`src/rtl/wbps_pkg.sv`:
```
// Shared types, register indexes and helper function of the byte pattern scanner.
package wbps_pkg;

    localparam int CFG_INDEX_W = 3;
    localparam int CFG_DATA_W  = 64;
    localparam int ADDR_W      = 32;

    localparam logic [CFG_INDEX_W-1:0] REG_PATTERN_FIRST_HALF  = 3'd0;
    localparam logic [CFG_INDEX_W-1:0] REG_PATTERN_SECOND_HALF = 3'd1;
    localparam logic [CFG_INDEX_W-1:0] REG_PATTERN_LENGTH      = 3'd2;
    localparam logic [CFG_INDEX_W-1:0] REG_IMAGE_BASE          = 3'd3;
    localparam logic [CFG_INDEX_W-1:0] REG_RESULT_OFFSET       = 3'd4;

    localparam logic [7:0] WILDCARD_BYTE = 8'h00;

    typedef struct packed {
        logic [7:0] data_byte;
        logic       last_byte;
    } in_item_t;

    typedef struct packed {
        logic              found;
        logic [ADDR_W-1:0] match_address;
    } out_item_t;

    typedef struct packed {
        logic [63:0]              pattern_first_half;
        logic [63:0]              pattern_second_half;
        logic [4:0]               pattern_length;
        logic [ADDR_W-1:0]        image_base;
        logic signed [ADDR_W-1:0] result_offset;
    } cfg_t;

    typedef struct packed {
        logic              last_byte;
        logic [ADDR_W-1:0] position;
    } scan_item_t;

    function automatic logic [7:0] pattern_byte(input logic [63:0] lo, input logic [63:0] hi,
                                                input logic [3:0] idx);
        logic [63:0] half;
        half = idx[3] ? hi : lo;
        return half[{idx[2:0], 3'b000} +: 8];
    endfunction

endpackage

```
`src/rtl/wildcard_byte_pattern_scanner.sv`:
```
// Top level of the wildcard byte pattern scanner: stages, match flag and result register.
//
// The s_ channel carries one byte of a memory image per transaction, with
// last_byte set on the final byte. Each accepted byte shifts into a window
// that is compared in parallel with the configured pattern, where a zero
// pattern byte matches anything. The first matching window of an image
// yields one m_ transaction with found set and the address image_base plus
// start position plus result_offset. If the image ends without a match, one
// transaction with found clear and a zero address is sent at the last byte.
// The cfg_wr_ port writes a register at each clock edge with the enable
// high; write only while no transaction is in flight.
// An accepted byte is registered in the input stage and its result then in the result
// register; one byte is accepted every cycle while m_ready stays high. When the
// receiver stalls, the input stage holds one more byte and then s_ready
// drops until the result register is taken. Synchronous reset clears the
// configuration to its defaults and restarts the scan of a new image.
module wildcard_byte_pattern_scanner
    import wbps_pkg::*;
#(
    parameter int MAX_PATTERN_BYTES = 16
) (
    input  logic                   aclk,
    input  logic                   aresetn,
    input  logic                   cfg_wr_en,
    input  logic [CFG_INDEX_W-1:0] cfg_wr_index,
    input  logic [CFG_DATA_W-1:0]  cfg_wr_data,
    input  logic                   s_valid,
    output logic                   s_ready,
    input  in_item_t               s_item,
    output logic                   m_valid,
    input  logic                   m_ready,
    output out_item_t              m_item
);

    cfg_t                           cfg;
    logic                           st_valid;
    logic [MAX_PATTERN_BYTES*8-1:0] window;
    scan_item_t                     scan;
    logic                           hit;
    logic [ADDR_W-1:0]              match_address;
    logic                           advance;
    logic                           eval;
    logic                           report;
    logic                           m_valid_reg;
    logic                           m_valid_next;
    out_item_t                      m_item_reg;
    out_item_t                      m_item_next;
    logic                           reported_reg;
    logic                           reported_next;

    wbps_cfg_regs u_cfg_regs (
        .aclk         (aclk),
        .aresetn      (aresetn),
        .cfg_wr_en    (cfg_wr_en),
        .cfg_wr_index (cfg_wr_index),
        .cfg_wr_data  (cfg_wr_data),
        .cfg          (cfg)
    );

    wbps_window #(
        .MAX_PATTERN_BYTES (MAX_PATTERN_BYTES)
    ) u_window (
        .aclk     (aclk),
        .aresetn  (aresetn),
        .s_valid  (s_valid),
        .s_ready  (s_ready),
        .s_item   (s_item),
        .advance  (advance),
        .st_valid (st_valid),
        .window   (window),
        .scan     (scan)
    );

    wbps_matcher #(
        .MAX_PATTERN_BYTES (MAX_PATTERN_BYTES)
    ) u_matcher (
        .cfg           (cfg),
        .window        (window),
        .scan          (scan),
        .hit           (hit),
        .match_address (match_address)
    );

    assign advance = !m_valid_reg || m_ready;
    assign eval    = st_valid && advance;
    assign report  = !reported_reg && (hit || scan.last_byte);

    always_comb begin
        m_valid_next  = m_valid_reg;
        m_item_next   = m_item_reg;
        reported_next = reported_reg;
        if (m_ready) begin
            m_valid_next = 1'b0;
        end
        if (eval) begin
            if (report) begin
                m_valid_next              = 1'b1;
                m_item_next.found         = hit;
                m_item_next.match_address = hit ? match_address : '0;
            end
            reported_next = scan.last_byte ? 1'b0 : (reported_reg || hit);
        end
    end

    always_ff @(posedge aclk) begin
        if (!aresetn) begin
            m_valid_reg  <= 1'b0;
            reported_reg <= 1'b0;
        end else begin
            m_valid_reg  <= m_valid_next;
            reported_reg <= reported_next;
        end
    end

    always_ff @(posedge aclk) begin
        m_item_reg <= m_item_next;
    end

    assign m_valid = m_valid_reg;
    assign m_item  = m_item_reg;

endmodule

```
`src/rtl/wbps_cfg_regs.sv`:
```
// Configuration register file of the byte pattern scanner.
module wbps_cfg_regs
    import wbps_pkg::*;
(
    input  logic                   aclk,
    input  logic                   aresetn,
    input  logic                   cfg_wr_en,
    input  logic [CFG_INDEX_W-1:0] cfg_wr_index,
    input  logic [CFG_DATA_W-1:0]  cfg_wr_data,
    output cfg_t                   cfg
);

    cfg_t cfg_reg;
    cfg_t cfg_next;

    always_comb begin
        cfg_next = cfg_reg;
        if (cfg_wr_en) begin
            unique case (cfg_wr_index)
                REG_PATTERN_FIRST_HALF: begin
                    cfg_next.pattern_first_half = cfg_wr_data;
                end
                REG_PATTERN_SECOND_HALF: begin
                    cfg_next.pattern_second_half = cfg_wr_data;
                end
                REG_PATTERN_LENGTH: begin
                    cfg_next.pattern_length = cfg_wr_data[4:0];
                end
                REG_IMAGE_BASE: begin
                    cfg_next.image_base = cfg_wr_data[ADDR_W-1:0];
                end
                REG_RESULT_OFFSET: begin
                    cfg_next.result_offset = signed'(cfg_wr_data[ADDR_W-1:0]);
                end
                default: begin
                    cfg_next = cfg_reg;
                end
            endcase
        end
    end

    always_ff @(posedge aclk) begin
        if (!aresetn) begin
            cfg_reg.pattern_first_half  <= '0;
            cfg_reg.pattern_second_half <= '0;
            cfg_reg.pattern_length      <= 5'd1;
            cfg_reg.image_base          <= '0;
            cfg_reg.result_offset       <= '0;
        end else begin
            cfg_reg <= cfg_next;
        end
    end

    assign cfg = cfg_reg;

endmodule

```
`src/rtl/wbps_window.sv`:
```
// Input stage: sliding byte window and byte position of the current image.
module wbps_window
    import wbps_pkg::*;
#(
    parameter int MAX_PATTERN_BYTES = 16
) (
    input  logic                           aclk,
    input  logic                           aresetn,
    input  logic                           s_valid,
    output logic                           s_ready,
    input  in_item_t                       s_item,
    input  logic                           advance,
    output logic                           st_valid,
    output logic [MAX_PATTERN_BYTES*8-1:0] window,
    output scan_item_t                     scan
);

    logic                           valid_reg;
    logic                           valid_next;
    logic                           restart_reg;
    logic                           restart_next;
    logic [MAX_PATTERN_BYTES*8-1:0] win_reg;
    logic [MAX_PATTERN_BYTES*8-1:0] win_next;
    logic [ADDR_W-1:0]              pos_reg;
    logic [ADDR_W-1:0]              pos_next;
    logic                           last_reg;
    logic                           last_next;
    logic                           accept;

    assign s_ready = !valid_reg || advance;
    assign accept  = s_valid && s_ready;

    always_comb begin
        valid_next   = valid_reg;
        restart_next = restart_reg;
        win_next     = win_reg;
        pos_next     = pos_reg;
        last_next    = last_reg;
        if (accept) begin
            valid_next = 1'b1;
            for (int j = 0; j < MAX_PATTERN_BYTES - 1; j++) begin
                win_next[j*8 +: 8] = win_reg[(j+1)*8 +: 8];
            end
            win_next[(MAX_PATTERN_BYTES-1)*8 +: 8] = s_item.data_byte;
            pos_next     = (restart_reg ? '0 : pos_reg) + 1'b1;
            last_next    = s_item.last_byte;
            restart_next = s_item.last_byte;
        end else if (advance) begin
            valid_next = 1'b0;
        end
    end

    always_ff @(posedge aclk) begin
        if (!aresetn) begin
            valid_reg   <= 1'b0;
            restart_reg <= 1'b0;
            pos_reg     <= '0;
        end else begin
            valid_reg   <= valid_next;
            restart_reg <= restart_next;
            pos_reg     <= pos_next;
        end
    end

    always_ff @(posedge aclk) begin
        win_reg  <= win_next;
        last_reg <= last_next;
    end

    assign st_valid       = valid_reg;
    assign window         = win_reg;
    assign scan.last_byte = last_reg;
    assign scan.position  = pos_reg;

endmodule

```
`src/rtl/wbps_matcher.sv`:
```
// Parallel wildcard compare of the window against the pattern, and match address.
module wbps_matcher
    import wbps_pkg::*;
#(
    parameter int MAX_PATTERN_BYTES = 16
) (
    input  cfg_t                           cfg,
    input  logic [MAX_PATTERN_BYTES*8-1:0] window,
    input  scan_item_t                     scan,
    output logic                           hit,
    output logic [ADDR_W-1:0]              match_address
);

    localparam int LEN_W = $clog2(MAX_PATTERN_BYTES + 1);
    localparam int IDX_W = (MAX_PATTERN_BYTES > 1) ? $clog2(MAX_PATTERN_BYTES) : 1;

    logic [LEN_W-1:0] len_act;
    logic [7:0]       win_bytes [MAX_PATTERN_BYTES];
    logic [LEN_W-1:0] idx       [MAX_PATTERN_BYTES];
    logic [7:0]       pat       [MAX_PATTERN_BYTES];
    logic             all_match;
    logic             full;

    always_comb begin
        if (cfg.pattern_length == 5'd0) begin
            len_act = LEN_W'(1);
        end else if (cfg.pattern_length > 5'(MAX_PATTERN_BYTES)) begin
            len_act = LEN_W'(MAX_PATTERN_BYTES);
        end else begin
            len_act = cfg.pattern_length[LEN_W-1:0];
        end
    end

    always_comb begin
        all_match = 1'b1;
        for (int i = 0; i < MAX_PATTERN_BYTES; i++) begin
            win_bytes[i] = window[i*8 +: 8];
            idx[i]       = LEN_W'(MAX_PATTERN_BYTES) - len_act + LEN_W'(i);
            pat[i]       = pattern_byte(cfg.pattern_first_half, cfg.pattern_second_half, 4'(i));
        end
        for (int i = 0; i < MAX_PATTERN_BYTES; i++) begin
            if (LEN_W'(i) < len_act) begin
                if (pat[i] != WILDCARD_BYTE && pat[i] != win_bytes[idx[i][IDX_W-1:0]]) begin
                    all_match = 1'b0;
                end
            end
        end
    end

    // A position of zero here means the byte count wrapped past the top of the range.
    assign full = (scan.position == '0) || (scan.position >= ADDR_W'(len_act));
    assign hit  = full && all_match;

    assign match_address = cfg.image_base + (scan.position - ADDR_W'(len_act))
                         + unsigned'(cfg.result_offset);

endmodule
```
`config.mk`:
```
export PLATFORM = sky130hd
export DESIGN_NAME = wildcard_byte_pattern_scanner
export DESIGN_NICKNAME = d
export VERILOG_FILES = /design/src/rtl/wbps_pkg.sv /design/src/rtl/wildcard_byte_pattern_scanner.sv /design/src/rtl/wbps_cfg_regs.sv /design/src/rtl/wbps_window.sv /design/src/rtl/wbps_matcher.sv
export SDC_FILE = /design/constraint.sdc
export NUM_CORES = 1
export LEC_CHECK = 0
export BUFFER_PORTS_ARGS = -buffer_cell sky130_fd_sc_hd__buf_2
export CAP_MARGIN = 20
export CORE_ASPECT_RATIO = 0.75
export CORE_MARGIN = 1.5
export CORE_UTILIZATION = 55
export DETAILED_ROUTE_END_ITERATION = 8
export GPL_TIMING_DRIVEN = 0
export PLACE_DENSITY = 0.7
export SLEW_MARGIN = 20
export SYNTH_ARGS = -nofsm -noshare
export SYNTH_HDL_FRONTEND = slang
export SYNTH_HIERARCHICAL = 1
export SYNTH_SLANG_ARGS = --single-unit
```
`constraint.sdc`:
```
create_clock -name aclk -period 18.3 [get_ports aclk]
set_clock_uncertainty 0.1 [all_clocks]
set_input_delay 1.83 -clock aclk [delete_from_list [all_inputs] [get_ports aclk]]
set_output_delay 1.83 -clock aclk [all_outputs]
set_load 0.005 [all_outputs]
```
# Word-level counts from Yosys, hierarchy flattened
# Index checks and enable logic that the tools add are counted.
[word_totals] reg_bits=395 input_bits=81 word_cells=247
[op_classes] addsub=20 magnitude_cmp=34 n_eq_ne=20 n_mux=89 bitwise_logic=16 n_reduce_logical=54
[op_table] cell="8-bit binary-select mux with 4-bit select" n=16
[op_table] cell="8-bit 2-to-1 mux" n=32
[op_table] cell="8-bit inequality test" n=16
[op_table] cell="8-bit nonzero test" n=16
[op_table] cell="5-bit >= comparator (second input constant)" n=16
[op_table] cell="4-bit NOT with 5-bit output" n=16
[op_table] cell="32-bit adder" n=2
[op_table] cell="4-bit by 5-bit less-than comparator with 1-bit output (first input constant)" n=8
[op_table] cell="1-bit 2-to-1 mux" n=38
[op_table] cell="32-bit by 1-bit adder with 32-bit output (second input constant)" n=1
[op_table] cell="4-bit adder (second input constant)" n=8
[op_table] cell="32-bit by 5-bit >= comparator with 1-bit output" n=1
[op_table] cell="32-bit zero test" n=1
[op_table] cell="32-bit 2-to-1 mux" n=1
[op_table] cell="32-bit by 5-bit subtractor with 32-bit output" n=1
[op_table] cell="1-bit logical AND" n=20
[op_table] cell="3-bit by 5-bit less-than comparator with 1-bit output (first input constant)" n=4
[op_table] cell="4-bit by 3-bit adder with 4-bit output (second input constant)" n=4
[op_table] cell="2-bit AND reduction" n=6
[op_table] cell="1-bit by 5-bit less-than comparator with 1-bit output (first input constant)" n=2
[op_table] cell="2-bit by 5-bit less-than comparator with 1-bit output (first input constant)" n=2
[op_table] cell="5-bit 2-to-1 mux" n=2
[op_table] cell="4-bit by 2-bit adder with 4-bit output (second input constant)" n=2
[op_table] cell="3-bit by 2-bit == test with 1-bit output (second input constant)" n=2
[op_table] cell="other kinds (10)" n=16

# Depth between registers and ports, before layout
# Gate-level depths: netlist (run 1).
[depth] ltp_word=47 mapped_depth=25 ltp_nobuf=20

# Cells and area by module
# Netlist (run 1), hierarchy kept.
[modules_own_cells] module="wbps_matcher" n_inst=1 cells_each=1583 area_per_inst_um2=13518.0 seq_area_each_um2=0.0
[modules_own_cells] module="wbps_cfg_regs" n_inst=1 cells_each=712 area_per_inst_um2=7333.3 seq_area_each_um2=3943.8
[modules_own_cells] module="wbps_window" n_inst=1 cells_each=371 area_per_inst_um2=5764.3 seq_area_each_um2=4554.4
[modules_own_cells] module="wildcard_byte_pattern_scanner" n_inst=1 cells_each=78 area_per_inst_um2=1303.8 seq_area_each_um2=1031.0

# Worst setup path before layout (run 1)
# Ideal clock, no wire load.
[synth_timing] path_type="input to register" from="input m_ready" to="register u_window.pos_reg[2]" setup_time_ns=0.128 arrival_ns=7.020 required_time_ns=18.072 setup_slack_ns=11.052 path_stages=9 n_path_buf=2 cell_sequence="nand2b_4 -> nand2b_1 -> clkbuf_1 -> nand2_1 -> inv_1 -> clkbuf_1 -> o21ai_0 -> a22oi_1 -> nor2_1"
[synth_between] elab_chain_len=3
[synth_rtl] element="start: declaration" line="wildcard_byte_pattern_scanner.sv:31" text="input logic m_ready,"
[synth_rtl] element="1-bit logical OR" line="wildcard_byte_pattern_scanner.sv:84" text="assign advance = !m_valid_reg || m_ready;"
[synth_rtl] element="1-bit logical OR" line="wbps_window.sv:30" text="assign s_ready = !valid_reg || advance;"
[synth_rtl] element="via s_ready" line="wildcard_byte_pattern_scanner.sv:28" text="output logic s_ready,"
[synth_rtl] element="1-bit logical AND" line="wbps_window.sv:31" text="assign accept = s_valid && s_ready;"
[synth_rtl] element="via u_window.accept" line="wbps_window.sv:28" text="logic accept;"
[synth_rtl] element="end signal: assignment" line="wbps_window.sv:61" text="pos_reg <= pos_next;"
[synth_rtl] element="end: declaration" line="wbps_window.sv:24" text="logic [ADDR_W-1:0] pos_reg;"
# The timed path passes the listed nets, and every way through them passes these cells.
# A chain may end at the register's enable or synchronous reset.

# Final worst setup path (run 1)
[layout_timing] from="register u_cfg_regs.cfg_reg (netlist bit u_cfg_regs/cfg[68])" to="register m_item_reg (netlist bit m_item[2]), enable pin"
[layout_between] elab_chain_len=46 word_cells_on_any_way=170 cone_classes="add/sub (16); order compare (18); eq/ne (16); mux (82); bitwise (16); reduce/logical (22)"
[layout_rtl] element="start: declaration" line="wbps_cfg_regs.sv:13" text="cfg_t cfg_reg;"
[layout_rtl] element="start signal: assignment" line="wbps_cfg_regs.sv:50" text="cfg_reg <= cfg_next;"
[layout_rtl] element="5-bit greater-than comparator" line="wbps_matcher.sv:27" text="end else if (cfg.pattern_length > 5'(MAX_PATTERN_BYTES)) begin"
[layout_rtl] element="5-bit 2-to-1 mux" line="wbps_matcher.sv:27"
[layout_rtl] element="5-bit 2-to-1 mux (*)" line="wbps_matcher.sv:25" text="if (cfg.pattern_length == 5'd0) begin"
[layout_rtl] element="parallel branches: the longest is 39 deep, another holds 1-bit by 4-bit subtractor with 4-bit output"
[layout_rtl] element="1-bit logical AND (*)" line="wbps_matcher.sv:52" text="assign hit = full && all_match;"
[layout_rtl] element="via hit" line="wildcard_byte_pattern_scanner.sv:39" text="logic hit;"
[layout_rtl] element="1-bit logical OR (*)" line="wildcard_byte_pattern_scanner.sv:86" text="assign report = !reported_reg && (hit || scan.last_byte);"
[layout_rtl] element="1-bit logical AND (*)" line="wildcard_byte_pattern_scanner.sv:86"
[layout_rtl] element="2-bit AND reduction (no line) (*)"
[layout_rtl] element="end signal: assignment" line="wildcard_byte_pattern_scanner.sv:116" text="m_item_reg <= m_item_next;"
[layout_rtl] element="end: declaration" line="wildcard_byte_pattern_scanner.sv:46" text="out_item_t m_item_reg;"
# Mark *: on every way through the listed nets, which the timed path passes. The select of a mux whose other input is x is not followed.

==> run summary, run 1 <==
max FFs per register = 197
initial DRC count = 3821
Final Critical Period = 10250 ps
Final Instance Area = 30800 µm²
Util after Layout = 61.5%
PortBufs = 115
Total Nets Final = 3094
Max Fanout on Critical Path = 33
CTS tree = done
PostCTS Resize Cnt = 0
# placed instances = 3519
Synth cell types = 86
FP Rows = 71
antenna viol nets, final = 0
placed standard-cell area = 29400 µm²
Setup WS pre-CTS = 8100 ps
min-delay worst type = reg2reg
layout cells sized above 1 = 13.8%
worst-path cell chain = clkbuf_1, a21oi_4, inv_2, buf_1, buf_2, buf_2, ha_1, xnor2_2, inv_2, buf_1, ha_1, a21oi_1, xnor2_2, buf_2, mux2i_1, xnor2_1, nand3_1, o31ai_1, nand3_1, nor4_4, o211ai_1, and2b_2
Hold Buf Count CTS = 0
Post-DP HPWL = 85300 µm
Slew HR = 27.1%
synthesized area = 27900 µm²
Area Growth Syn to Fin = 10.4%
die area = 52100 µm²
H-tree level count = 2
most common cell after layout, fill and taps aside = mux2i_1
Crit. End Element = register
Ports = 116
Ys Warns = 6
via count = 24.9k
Slowest-stage cell, CP = o31ai_1
worst slew pin tran = 1090 ps
Final Max Slew Viols = 0
Power Total = 2.47 mW
first-pass GRT wire length = 159000 µm
CP top delay family = buffers and inverters
Worst-path clk slew = 60 ps
Async SR Flop Fraction = 0%
maximum VDD drop = 0.0710 mV
first drt pass iteration count = 8
critical path class = reg2reg
status = complete, no violations
critical path required time = 18420 ps
vias in the first global route = 23.6k
Leak = 12.3 nW
Startpoint Class = register
PwrDens = 80.3 nW/µm²
Worst EP arrival = 10370 ps
core area = 50100 µm²
grt ovf = 0
post-synthesis average cell area = 10.2 µm²
setup TNS = 0 ps
Total Wirelength = 111000 µm
sequential share of the synthesized area = 34.1%
RD Place Congestion = 1.07
initial antenna violation count = 0
fin cells = 3602
clk sinks = 395
chip width = 263 µm
Inserted Clock Buffers = 41
EDFF count, synth = 162
Post CTS Setup Buffer Count = 0
Initial Util = 55.7%
PnR worst setup slack = 8050 ps
Critical Path Most Common Cell = buf_2
Setup violations, final = 0
root buf cell = clkbuf_16
Clock Latency Late Sink = 600 ps
pin count of the biggest net entering global routing = 60
Fmax = 97.5 MHz
residual DRC count = 0
slowest stage delay, CP = 820 ps
Via-to-Cell Ratio = 6.90
Post-Syn Nets = 2933
hold_ws = 363 ps
main flop type after synthesis = dfxtp_1
routed len/inst = 30.7 µm
WP buf/inv = 8
GRT Total Usage = 41.8%
RSZ-0062 raised after global routing = no
Final Hold Viols = 0
flops & latches, synth = 395
Longest Clk Path Bufs = 3
cells after synthesis = 2744
Max Cap Viol = 0
most frequent cells in the layout = 421 x mux2i_1, 377 x nand2_1, 233 x dfxtp_1
Die H = 198 µm
Tcrit/Tclk final = 56.0%
path summary, 6_finish.rpt:
path / start / end / depth (start not counted) / slack, ps
hold reg to reg: u_cfg_regs/cfg[45]$_SDFFE_PN0P_ / u_cfg_regs/cfg[45]$_SDFFE_PN0P_ / 2 / 360
hold / removal: u_cfg_regs/cfg[45]$_SDFFE_PN0P_ / u_cfg_regs/cfg[45]$_SDFFE_PN0P_ / 2 / 360
setup reg to reg: u_cfg_regs/cfg[68]$_SDFFE_PN0P_ / m_item[2]$_SDFFCE_PN0P_ / 22 / 8050
setup / recovery: u_cfg_regs/cfg[68]$_SDFFE_PN0P_ / m_item[2]$_SDFFCE_PN0P_ / 22 / 8050
cell families (layout without fill, tap and decap cells):
kind of cell / count (synthesis) / in the layout / synth area share [%]
compound gates: 391 / 391 / 10.2
simple gates: 800 / 800 / 14.3
fa+ha+maj: 108 / 108 / 5.81
buf+inv: 340 / 532 / 5.40
other cells: 0 / 9 / 0
flops: 395 / 395 / 34.1
xor+xnor: 171 / 171 / 5.54
mux: 539 / 539 / 24.6
Yosys cell counts (7+ instances only):
master / number / area (µm²)
a211o_1: 40 / 350
a21o_1: 15 / 113
a21oi_1: 93 / 465
a221oi_1: 19 / 166
a22o_1: 20 / 175
a22oi_1: 27 / 203
a32oi_1: 34 / 298
and2_1: 37 / 231
and3_1: 7 / 43.8
and3b_1: 27 / 236
buf_1: 15 / 56.3
buf_2: 42 / 210
buf_4: 16 / 120
clkbuf_1: 101 / 379
dfxtp_1: 233 / 4660
edfxtp_1: 162 / 4860
fa_1: 36 / 721
ha_1: 72 / 901
inv_1: 150 / 563
mux2i_1: 421 / 4210
mux4_2: 117 / 2640
nand2_1: 377 / 1420
nand2b_1: 19 / 119
nand3_1: 40 / 200
nand3b_1: 25 / 188
nand4_1: 28 / 175
nor2_1: 84 / 315
nor2b_1: 9 / 56.3
nor3_1: 25 / 125
nor3b_1: 20 / 150
nor4_1: 64 / 400
o211a_1: 7 / 70.1
o211ai_1: 11 / 82.6
o21a_1: 14 / 105
o21ai_0: 40 / 200
o21bai_1: 7 / 52.6
o32ai_1: 10 / 87.6
or3_1: 7 / 43.8
xnor2_1: 90 / 788
xor2_1: 76 / 666
report_power, final:
group	switching, mW	internal [mW]	leakage (nW)
sequential	0.0683	0.969	3.45
clock	0.384	0.504	0.675
combinational	0.316	0.232	8.19
total	0.768	1.71	12.3
final cells by class:
type,count,area [µm²]
fillers,4064,19300
multi-input cells,2009,16900
flip-flops and latches,395,9530
clock buffers,51,1100
plain buffers,183,926
well taps,657,822
repair buffers,118,642
inverters,157,589
clock inverters,23,282
diodes,9,22.5
tightest hold or removal path: stages, from the launching register on:
cell and delay (ps):
dfxtp_1 310, nand2_1 50, mux2i_1 50
layer usage:
layer	wire length [µm]	share of wire, %	GRT usage [%]
met1	45700	41	58.3
met2	41900	38	55.2
met3	18400	17	19.8
met4	4390	4.0	15.4
met5	156	0.14	2.24
No activity file was read; power rests on OpenSTA's default activity.
==> inputs of run 2 (changes only) <==
--- a/config.mk
+++ b/config.mk
@@ -12,7 +12,7 @@
 export CORE_UTILIZATION = 55
 export DETAILED_ROUTE_END_ITERATION = 8
 export GPL_TIMING_DRIVEN = 0
-export PLACE_DENSITY = 0.7
+export PLACE_DENSITY = 0.73
 export SLEW_MARGIN = 20
 export SYNTH_ARGS = -nofsm -noshare
 export SYNTH_HDL_FRONTEND = slang
==> constraint.sdc (replaced) <==
create_clock -name aclk -period 8.7 [get_ports aclk]
set_clock_uncertainty 0.1 [all_clocks]
set_input_delay 0.87 -clock aclk [delete_from_list [all_inputs] [get_ports aclk]]
set_output_delay 0.87 -clock aclk [all_outputs]
set_load 0.005 [all_outputs]
==> run 2 against run 1 <==
Against the previous run: combinational power is 110% higher; clock power grew 110%; design area barely moved; first-iteration DRC count rose by 0.13%; count of clock-buffer cells in the layout increased by 2; worst hold slack got worse by 15 ps; critical path depth grew 1; routed wire length grew 1.2%; via count increased by 0.38%; utilization about the same; non-clock buffer count decreased by 1; sequential power grew 110%.
==> run summary, run 2 (synthesis results as in run 1) <==
Setup WS pre-CTS = -1330 ps (was 8100 ps)
Final Instance Area = 30800 µm² (about the same)
max FFs per register = 197 (unchanged)
maximum VDD drop = 0.135 mV (was 0.0710 mV)
Final Critical Period = 8400 ps (was 10250 ps)
Initial Util = 55.7% (unchanged)
PortBufs = 115 (unchanged)
setup TNS = 0 ps (unchanged)
CTS tree = done (unchanged)
# placed instances = 3518 (was 3519)
PnR worst setup slack = 301 ps (was 8050 ps)
Worst-path clk slew = 80 ps (was 60 ps)
first drt pass iteration count = 9 (was 8)
Clock Latency Late Sink = 590 ps (was 600 ps)
RD Place Congestion = 1.07 (about the same)
Total Nets Final = 3094 (unchanged)
Setup violations, final = 0 (unchanged)
initial DRC count = 3826 (was 3821)
Power Total = 5.23 mW (was 2.47 mW)
Ports = 116 (unchanged)
grt ovf = 0 (unchanged)
Area Growth Syn to Fin = 10.4% (about the same)
worst slew pin tran = 1320 ps (was 1090 ps)
layout cells sized above 1 = 14.0% (was 13.8%)
PwrDens = 170 nW/µm² (was 80.3 nW/µm²)
Via-to-Cell Ratio = 6.94 (was 6.90)
Slew HR = 12.2% (was 27.1%)
Post-DP HPWL = 86100 µm (was 85300 µm)
Leak = 12.3 nW (about the same)
most frequent cells in the layout = 421 x mux2i_1, 377 x nand2_1, 233 x dfxtp_1 (unchanged)
GRT Total Usage = 42.0% (was 41.8%)
Startpoint Class = register (unchanged)
Final Max Slew Viols = 0 (unchanged)
Fmax = 119 MHz (was 97.5 MHz)
Max Fanout on Critical Path = 33 (unchanged)
worst setup path start = u_cfg_regs/cfg[67]$_SDFFE_PN0P_ (was u_cfg_regs/cfg[68]$_SDFFE_PN0P_)
Final Hold Viols = 0 (unchanged)
reg2reg path depth = 23 (was 22)
critical path class = reg2reg (unchanged)
antenna viol nets, final = 0 (unchanged)
Hold Path Origin = s_item[8] (was u_cfg_regs/cfg[45]$_SDFFE_PN0P_)
Die H = 198 µm (unchanged)
residual DRC count = 0 (unchanged)
RSZ-0062 raised after global routing = no (unchanged)
clk sinks = 395 (unchanged)
Crit. End Element = register (unchanged)
fin cells = 3597 (was 3602)
Longest Clk Path Bufs = 3 (unchanged)
die area = 52100 µm² (unchanged)
vias in the first global route = 23.2k (was 23.6k)
core area = 50100 µm² (unchanged)
placed standard-cell area = 29400 µm² (about the same)
status = complete, no violations (unchanged)
FP Rows = 71 (unchanged)
first-pass GRT wire length = 159000 µm (about the same)
Inserted Clock Buffers = 42 (was 41)
Worst EP arrival = 8520 ps (was 10370 ps)
min-delay worst type = in2reg (was reg2reg)
critical path required time = 8820 ps (was 18420 ps)
hold path depth = 1 (was 2)
pin count of the biggest net entering global routing = 61 (was 60)
root buf cell = clkbuf_16 (unchanged)
initial antenna violation count = 1 (was 0)
most common cell after layout, fill and taps aside = mux2i_1 (unchanged)
Total Wirelength = 112000 µm (was 111000 µm)
H-tree level count = 2 (unchanged)
Max Cap Viol = 0 (unchanged)
Tcrit/Tclk final = 96.5% (was 56.0%)
routed len/inst = 31.1 µm (was 30.7 µm)
via count = 25.0k (was 24.9k)
chip width = 263 µm (unchanged)
worst reg2reg startpoint = u_cfg_regs/cfg[67]$_SDFFE_PN0P_ (was u_cfg_regs/cfg[68]$_SDFFE_PN0P_)
==> run 2: changes by cell type in the layout (fill, tap and decap cells not counted), moves of 2 or more <==
| cell | delta |
|---|---|
| clkinv_2 | +3 |
| clkbuf_2 | +2 |
| clkbuf_1 | -4 |
| clkbuf_16 | +3 |
| buf_4 | +2 |
| bufinv_16 | -2 |
| diode_2 | -7 |
| buf_1 | -2 |
==> run 2: path summary, 6_finish.rpt <==
path	slack [ps]	endpoint
setup / recovery	300	m_item[3]$_SDFFCE_PN0P_
setup reg to reg	300	m_item[3]$_SDFFCE_PN0P_
hold reg to reg	360	u_cfg_regs/cfg[6]$_SDFFE_PN0P_
hold / removal	350	u_window/window[127]$_DFFE_PP_
==> run 2: report_power, final <==
part	switching, mW	internal, mW
registers	0.151	2.04
clock network	0.829	1.06
logic	0.661	0.492
==> run 2: routing by layer <==
metal  vias up  part of all wire, %  global-route usage, %  wire length [µm]
met1     12300                   41                   59.9             46300
met5         -                    0                  0.280                 0
li1      10400                    -                      -                 -
met3       300                   17                   19.2             19100
met2      1941                   38                   55.0             42100
met4         0                  3.9                   14.7              4370
==> run 2: what timing repair did <==
item / in CTS / in global routing
setup buffers: 2 / 0
cloned: 0 / 0
resized for setup: 6 / 2
hold buffers: 0 / 0
pin swaps: 1 / 0
setup endpoints to repair: 68 / 43
==> run 2: per-stage QoR <==
stage          hold WS (ps)  utilization, %
6_report                348            61.5
4_1_cts                 335            61.5
3_3_place_gp            346            58.5
3_5_place_dp            353            58.6
5_1_grt                 348            61.5
2_1_floorplan           335               -
==> run 2: final cells by class <==
cell class | count | area (µm²)
diodes | 2 | 5.00
plain buffers | 181 | 921
clock buffers | 53 | 1180
clock inverters | 24 | 236
fillers | 4081 | 19300
inverters | 157 | 589
multi-input cells | 2009 | 16900
flip-flops and latches | 395 | 9530
well taps | 657 | 822
repair buffers | 119 | 638
==> run 2: worst max-delay path: stages (launching register included) <==
cell	delay, ps
dfxtp_1	350
buf_2	340
or3_1	170
buf_2	300
a21oi_4	110
inv_2	430
buf_2	430
buf_2	520
ha_1	430
xnor2_4	240
inv_2	430
ha_1	230
a21oi_1	90
xnor2_2	510
buf_2	390
mux2i_1	300
xnor2_1	140
nand3_1	120
o31ai_2	610
nand3_1	420
nor4_4	370
buf_4	200
o211ai_1	120
and2b_4	620
